**src/rtl/assert_macros.svh**
```systemverilog
// Assertion macros for the packet deframer RTL.
// Define NO_ASSERTIONS to compile them out; no other dependencies.
`ifndef ASSERT_MACROS_SVH
`define ASSERT_MACROS_SVH

`ifndef NO_ASSERTIONS

`define SPD_ASSERT(lbl, clk, rst_n, prop) \
  lbl: assert property (@(posedge clk) disable iff (!rst_n) (prop)) \
    else $error("deframer assertion failed");

`define SPD_ASSERT_ALWAYS(lbl, clk, prop) \
  lbl: assert property (@(posedge clk) (prop)) \
    else $error("deframer assertion failed");

`else

`define SPD_ASSERT(lbl, clk, rst_n, prop)

`define SPD_ASSERT_ALWAYS(lbl, clk, prop)

`endif

`endif

```
**src/rtl/spd_pkg.sv**
```systemverilog
// Types and constants for the sync packet deframer.
// No dependencies; imported by sync_packet_deframer.
package spd_pkg;

  localparam int BYTE_W    = 8;
  localparam int LEN_W     = 16;
  localparam int KIND_W    = 2;
  localparam int CFG_IDX_W = 2;
  localparam int CFG_DAT_W = 16;

  localparam logic [LEN_W-1:0] MAX_LEN_RST = LEN_W'(1024);

  typedef enum logic [2:0] {
    PH_SYNC1 = 3'd0,
    PH_SYNC2 = 3'd1,
    PH_ID    = 3'd2,
    PH_LENLO = 3'd3,
    PH_LENHI = 3'd4,
    PH_DATA  = 3'd5,
    PH_CKLO  = 3'd6,
    PH_CKHI  = 3'd7
  } phase_t;

  typedef enum logic [KIND_W-1:0] {
    KIND_DATA    = 2'd0,
    KIND_GOOD    = 2'd1,
    KIND_BADSUM  = 2'd2,
    KIND_TOOLONG = 2'd3
  } kind_t;

  typedef enum logic [CFG_IDX_W-1:0] {
    REG_SYNC_FIRST  = 2'd0,
    REG_SYNC_SECOND = 2'd1,
    REG_MAX_LEN     = 2'd2
  } cfg_reg_t;

  typedef struct packed {
    kind_t              kind;
    logic [BYTE_W-1:0]  data_byte;
    logic [BYTE_W-1:0]  msg_id;
    logic [LEN_W-1:0]   index_or_length;
  } result_t;

endpackage

```
**src/rtl/sync_packet_deframer.sv**
```systemverilog
// Sync packet deframer top level: sync hunt, header, payload, Fletcher check.
// Depends on spd_pkg and assert_macros.svh.
//
//   channel | dir | handshake          | beat
//   in_     | in  | in_valid/in_stall   | in_rx_byte
//   out_    | out | out_valid/out_stall | kind, data_byte, msg_id, index_or_length
//   cfg_    | in  | cfg_valid/cfg_ready | cfg_index, cfg_wdata
//
// One byte per cycle unless stalled: each beat updates the phase and sums when taken,
// and its result (if any) appears in the output register on the next cycle.
// The output register is the only buffer; in_stall rises while it is full and stalled.
// rst_n is synchronous, active low; cfg_ready is always high.
`include "assert_macros.svh"

module sync_packet_deframer (
  input  logic                          clk,
  input  logic                          rst_n,
  input  logic                          in_valid,
  output logic                          in_stall,
  input  logic [spd_pkg::BYTE_W-1:0]    in_rx_byte,
  output logic                          out_valid,
  input  logic                          out_stall,
  output logic [spd_pkg::KIND_W-1:0]    out_kind,
  output logic [spd_pkg::BYTE_W-1:0]    out_data_byte,
  output logic [spd_pkg::BYTE_W-1:0]    out_msg_id,
  output logic [spd_pkg::LEN_W-1:0]     out_index_or_length,
  input  logic                          cfg_valid,
  output logic                          cfg_ready,
  input  logic [spd_pkg::CFG_IDX_W-1:0] cfg_index,
  input  logic [spd_pkg::CFG_DAT_W-1:0] cfg_wdata
);
  import spd_pkg::*;

  logic [BYTE_W-1:0] sync_first_r, sync_second_r;
  logic [LEN_W-1:0]  max_len_r;

  phase_t            phase_r, phase_nxt;
  logic [BYTE_W-1:0] frame_id_r, frame_id_nxt;
  logic [BYTE_W-1:0] len_lo_r, len_lo_nxt;
  logic [LEN_W-1:0]  pay_len_r, pay_len_nxt;
  logic [LEN_W-1:0]  byte_cnt_r, byte_cnt_nxt;
  logic [BYTE_W-1:0] sum_a_r, sum_a_nxt;
  logic [BYTE_W-1:0] sum_b_r, sum_b_nxt;
  logic [BYTE_W-1:0] ck_lo_r, ck_lo_nxt;

  logic              out_valid_r;
  result_t           res_r, res_nxt;
  logic              res_vld;

  logic              acc;
  logic [BYTE_W-1:0] b;
  logic [BYTE_W-1:0] fold_a, fold_b;
  logic [LEN_W-1:0]  hdr_len;
  logic [LEN_W-1:0]  cnt_inc;

  assign cfg_ready = 1'b1;
  assign in_stall  = out_valid_r & out_stall;
  assign acc       = in_valid & ~in_stall;
  assign b         = in_rx_byte;

  assign fold_a  = sum_a_r + b;
  assign fold_b  = sum_b_r + fold_a;
  assign hdr_len = {b, len_lo_r};
  assign cnt_inc = byte_cnt_r + LEN_W'(1);

  // next phase
  always_comb begin
    phase_nxt = phase_r;
    case (phase_r)
      PH_SYNC1: begin
        if (b == sync_first_r) phase_nxt = PH_SYNC2;
      end
      PH_SYNC2: begin
        if (b == sync_second_r)     phase_nxt = PH_ID;
        else if (b != sync_first_r) phase_nxt = PH_SYNC1;
      end
      PH_ID:    phase_nxt = PH_LENLO;
      PH_LENLO: phase_nxt = PH_LENHI;
      PH_LENHI: begin
        if (hdr_len > max_len_r)          phase_nxt = PH_SYNC1;
        else if (hdr_len == '0)           phase_nxt = PH_CKLO;
        else                              phase_nxt = PH_DATA;
      end
      PH_DATA: begin
        if (cnt_inc >= pay_len_r) phase_nxt = PH_CKLO;
      end
      PH_CKLO:  phase_nxt = PH_CKHI;
      PH_CKHI:  phase_nxt = PH_SYNC1;
      default:  phase_nxt = PH_SYNC1;
    endcase
  end

  // datapath and result
  always_comb begin
    frame_id_nxt = frame_id_r;
    len_lo_nxt   = len_lo_r;
    pay_len_nxt  = pay_len_r;
    byte_cnt_nxt = byte_cnt_r;
    sum_a_nxt    = sum_a_r;
    sum_b_nxt    = sum_b_r;
    ck_lo_nxt    = ck_lo_r;
    res_vld      = 1'b0;
    res_nxt      = '{kind: KIND_DATA, data_byte: '0, msg_id: frame_id_r,
                     index_or_length: pay_len_r};
    case (phase_r)
      PH_SYNC1: byte_cnt_nxt = '0;
      PH_SYNC2: ;
      PH_ID: begin
        frame_id_nxt = b;
        sum_a_nxt    = b;
        sum_b_nxt    = b;
      end
      PH_LENLO: begin
        len_lo_nxt = b;
        sum_a_nxt  = fold_a;
        sum_b_nxt  = fold_b;
      end
      PH_LENHI: begin
        sum_a_nxt    = fold_a;
        sum_b_nxt    = fold_b;
        pay_len_nxt  = hdr_len;
        byte_cnt_nxt = '0;
        if (hdr_len > max_len_r) begin
          res_vld                 = 1'b1;
          res_nxt.kind            = KIND_TOOLONG;
          res_nxt.index_or_length = hdr_len;
        end
      end
      PH_DATA: begin
        sum_a_nxt               = fold_a;
        sum_b_nxt               = fold_b;
        byte_cnt_nxt            = cnt_inc;
        res_vld                 = 1'b1;
        res_nxt.kind            = KIND_DATA;
        res_nxt.data_byte       = b;
        res_nxt.index_or_length = byte_cnt_r;
      end
      PH_CKLO: ck_lo_nxt = b;
      PH_CKHI: begin
        res_vld      = 1'b1;
        res_nxt.kind = ((ck_lo_r == sum_a_r) && (b == sum_b_r)) ? KIND_GOOD : KIND_BADSUM;
      end
      default: ;
    endcase
  end

  always_ff @(posedge clk) begin
    if (!rst_n) begin
      sync_first_r  <= '0;
      sync_second_r <= '0;
      max_len_r     <= MAX_LEN_RST;
    end else if (cfg_valid && cfg_ready) begin
      case (cfg_index)
        REG_SYNC_FIRST:  sync_first_r  <= cfg_wdata[BYTE_W-1:0];
        REG_SYNC_SECOND: sync_second_r <= cfg_wdata[BYTE_W-1:0];
        REG_MAX_LEN:     max_len_r     <= cfg_wdata[LEN_W-1:0];
        default: ;
      endcase
    end
  end

  always_ff @(posedge clk) begin
    if (!rst_n) begin
      phase_r    <= PH_SYNC1;
      frame_id_r <= '0;
      len_lo_r   <= '0;
      pay_len_r  <= '0;
      byte_cnt_r <= '0;
      sum_a_r    <= '0;
      sum_b_r    <= '0;
      ck_lo_r    <= '0;
    end else if (acc) begin
      phase_r    <= phase_nxt;
      frame_id_r <= frame_id_nxt;
      len_lo_r   <= len_lo_nxt;
      pay_len_r  <= pay_len_nxt;
      byte_cnt_r <= byte_cnt_nxt;
      sum_a_r    <= sum_a_nxt;
      sum_b_r    <= sum_b_nxt;
      ck_lo_r    <= ck_lo_nxt;
    end
  end

  always_ff @(posedge clk) begin
    if (!rst_n) begin
      out_valid_r <= 1'b0;
    end else if (acc && res_vld) begin
      out_valid_r <= 1'b1;
    end else if (!out_stall) begin
      out_valid_r <= 1'b0;
    end
  end

  always_ff @(posedge clk) begin
    if (acc && res_vld) begin
      res_r <= res_nxt;
    end
  end

  assign out_valid           = out_valid_r;
  assign out_kind            = res_r.kind;
  assign out_data_byte       = res_r.data_byte;
  assign out_msg_id          = res_r.msg_id;
  assign out_index_or_length = res_r.index_or_length;

  `SPD_ASSERT(a_stall_only_when_full, clk, rst_n, in_stall |-> out_valid_r)
  `SPD_ASSERT(a_data_count_in_range, clk, rst_n, (phase_r == PH_DATA) |-> (byte_cnt_r < pay_len_r))
  `SPD_ASSERT(a_result_from_beat, clk, rst_n, $rose(out_valid_r) |-> $past(acc && res_vld))

endmodule

```
**config.mk**
```make
export PLATFORM = sky130hd
export DESIGN_NAME = sync_packet_deframer
export DESIGN_NICKNAME = d
export VERILOG_FILES = /design/src/rtl/spd_pkg.sv /design/src/rtl/sync_packet_deframer.sv
export VERILOG_INCLUDE_DIRS = /design/src /design/src/rtl
export SDC_FILE = /design/constraint.sdc
export NUM_CORES = 1
export LEC_CHECK = 0
export BUFFER_PORTS_ARGS = -buffer_cell sky130_fd_sc_hd__buf_2
export CAP_MARGIN = 40
export CORE_AREA = 2 2 122 124
export CTS_CLUSTER_DIAMETER = 200
export CTS_CLUSTER_SIZE = 25
export DETAILED_ROUTE_END_ITERATION = 8
export DIE_AREA = 0 0 124 126
export PLACE_DENSITY = 0.82
export SLEW_MARGIN = 20
export SYNTH_ARGS = -nofsm -noshare
export SYNTH_HDL_FRONTEND = slang
export SYNTH_SLANG_ARGS = --single-unit
```
**constraint.sdc**
```tcl
create_clock -name clk -period 13.44 [get_ports clk]
set_input_delay 2.688 -clock clk [delete_from_list [all_inputs] [get_ports clk]]
set_output_delay 2.688 -clock clk [all_outputs]
set_load 0.02 [all_outputs]
```
==> metrics <==
worst reg-to-reg path cell count=13; Switching Fraction=24.27%; CP Launch Type=primary input; Final setup viols=0; Hold Path Cell Cnt=0; crit-path cells=buf_2 > nand2_1 > inv_1 > buf_2; drt via density=~6; Core Box Area=14310 µm²; CTS Hold Bufs=0; Clock Root Buffer=clkbuf_16; Tcrit/Tclk final=between 40 and 50%; Psw=0.2502 mW; gr usage total=24.63%; Slew @ Worst Pin=762.1 ps; cell count after placement=just over 1000; Syn Nets=904; Hold Violations, Final=0; combinational share of power=around a tenth; initial antenna violation count=0; multi-input logic area=roughly 4000 µm²; synth unique cells=62; CTS buffer count=17; FFs w/ async S/R, synth=0%; share of Yosys cell area claimed by the top area cell type=between 20% and 30%; RSZ-0062 raised after global routing=no; most used cell, CP=buf_2; syn_area_per_cell=between 9 and 10 µm²; Initial Util=53.13%; cell taking the most area after synthesis=dfxtp_1; CP Data Arrival Time=between 3000 and 4000 ps; Final Worst Setup Slack=about 7600 ps; Lkg Pwr=roughly 3.4 nW; setup_tns=0 ps; DPL Wire Length=between 10000 and 15000 µm; fin nets=between 900 and 1000; clock sink count=~140; total area of sequential cells=3183 µm²; Synth Flop Type=dfxtp_1; Worst R2R Start=byte_cnt_r[0]; clock buffer depth=2; Post-CTS Resized=0; clk_skew=11.39 ps; Peak VDD IR=approximately 0.000079 V; Initial DRC Count=between 500 and 600; Max Cap Violations=0; P_int=just under 0.8 mW; die footprint=about 16000 µm²; clock latency at the later pin of the worst-skew pair=~430 ps; vias=roughly 6300; Syn-to-layout area delta=13.54%; Remaining Overflow, GRT=0; TritonRoute pass-1 iters=6; wire per inst=approximately 17 µm; clock share of power=between 40% and 50%; RD Place Congestion=0.9570; warnings from Yosys=0; layout cells sized above 1=between 10 and 15%; Slowest-stage cell, CP=buf_2; Post-route DRC=0; Post-Syn Area=7605 µm²; status=finished, final reports clean; non-filler cells, final=about 1100; sequential share of the synthesized area=around two fifths; kind of critical path=in -> out; min-delay worst type=reg -> reg; hold_sp=frame_id_r[3]; fmax=~170 MHz; CP required=between 10000 and 15000 ps; CTS H-tree depth=4; largest net degree at the start of global routing=71; Ports=a little under 70; first-pass GRT wire length=29930 µm; worst setup path start=out_stall; number of global-route vias before repair=between 6000 and 7000; final antenna diode count=0; post-CTS setup buffer count=0; Max-slew headroom=49.14%; cells taking the most area after synthesis=dfxtp_1, edfxtp_1, ha_1; Seq cells post-synth=142; crit path max fanout=4; Core Util, Final=between 60% and 70%; most common cell after layout, fill and taps aside=dfxtp_1; CP endpoint kind=output pin; Final Max Tran Viols=0; clock transition at the registers of the reported paths=approximately 60 ps; Crit path largest cell delay=about 160 ps; chip height=126 µm; PwrDens=~120 nW/µm²; layout filler cell count=roughly 1200; Min Clock Period, post-route=just under 6000 ps; Site Rows=44; Buffers on Ports=66; commonest non-fill, non-tap cells in the layout=dfxtp_1, nor2_1, nand2_1; DRT Wirelength=18570 µm; EDFF count, synth=34; CTS tree=built; Setup WS pre-CTS=approximately 7600 ps; die span in x=124 µm; Sequential Power Share=43.6%; cells after synthesis=824; ANT nets after route=0
-- Yosys cell counts (13+ instances only) --
library cell    n
a2bb2oi_1      16
dfxtp_1       108
inv_1          45
ha_1           47
nand2_1        78
nand3_1        19
clkbuf_1       26
o21ai_0        32
xor2_1         34
o22ai_1        17
edfxtp_1       34
buf_2          14
nor2_1         88
nor4_1         13
mux2i_1        50
xnor2_1        25
a21oi_1        55
-- logic make-up (layout without fill, tap and decap cells) --
| group | count (synthesis) | count (layout) | share of synthesized area (%) |
|---|---|---|---|
| AO/OA/AOI/OAI | 178 | 178 | 15.37 |
| XOR/XNOR | 59 | 59 | 6.795 |
| adder cells (fa/ha/maj) | 49 | 49 | 8.259 |
| buffers and inverters | 93 | 154 | 5.232 |
| flip-flops | 142 | 142 | 41.86 |
| multiplexers | 50 | 50 | 6.581 |
| other | 1 | 1 | 0.04931 |
| AND/OR/NAND/NOR | 252 | 252 | 15.86 |
-- worst max-delay path, delay by kind of cell --
kind	cells	cell delay (ps)
buffers and inverters	3	360
and+or+nand+nor	1	120
-- state kept, by name (all words and copies together), names as in the netlist --
name                 flops
frame_id_r               8
len_lo_r                 8
pay_len_r               16
max_len_r               16
out_kind                 2
sum_b_r                  8
byte_cnt_r              16
out_valid                1
sum_a_r                  8
sync_second_r            8
out_msg_id               8
sync_first_r             8
phase_r                  3
out_data_byte            8
ck_lo_r                  8
out_index_or_length     16
-- power by group through the flow --
| stage | Sequential, mW | Clock, mW | Combinational [mW] |
|---|---|---|---|
| floorplan | 0.455 | 0 | 0.0739 |
| detailed placement | 0.458 | 0 | 0.0963 |
| finish | 0.450 | 0.482 | 0.0997 |
| global route | 0.450 | 0.504 | 0.109 |
| global placement | 0.459 | 0 | 0.0918 |
| CTS | 0.449 | 0.486 | 0.0980 |
-- path summary, 6_finish.rpt --
path	to	slack [ps]
setup reg to reg	phase_r[1]	10160
hold / removal	out_msg_id[3]	430
hold reg to reg	out_msg_id[3]	430
setup / recovery	in_stall	7580
-- layer usage --
| layer | track usage [%] | part of all wire, % | vias up |
|---|---|---|---|
| met3 | 5.616 | 8.0 | 38 |
| met1 | 32.80 | 44 | 2965 |
| met2 | 38.88 | 46 | 305 |
| met5 | 0 | 0 | - |
| li1 | - | - | 3011 |
| met4 | 9.385 | 1.8 | 0 |
-- stage by stage --
step / cell area (µm²) / hold slack, ps / power [mW]
6_report: 8635 / 428.2 / 1.031
5_1_grt: 8635 / 436.2 / 1.063
4_1_cts: 8635 / 430.9 / 1.034
3_5_place_dp: 8033 / 416.3 / 0.5546
3_3_place_gp: 7998 / 412.5 / 0.5509
2_1_floorplan: 7605 / 408.1 / 0.5292
-- final cells by class --
cell class              count  share of cell area [%]
well taps                 184                   2.666
clock buffers              21                   5.347
flip-flops and latches    142                   36.86
clock inverters            11                   1.623
inverters                  46                   2.000
multi-input cells         589                   46.66
repair buffers             76                   4.840
(Power assumes the default switching activity.)
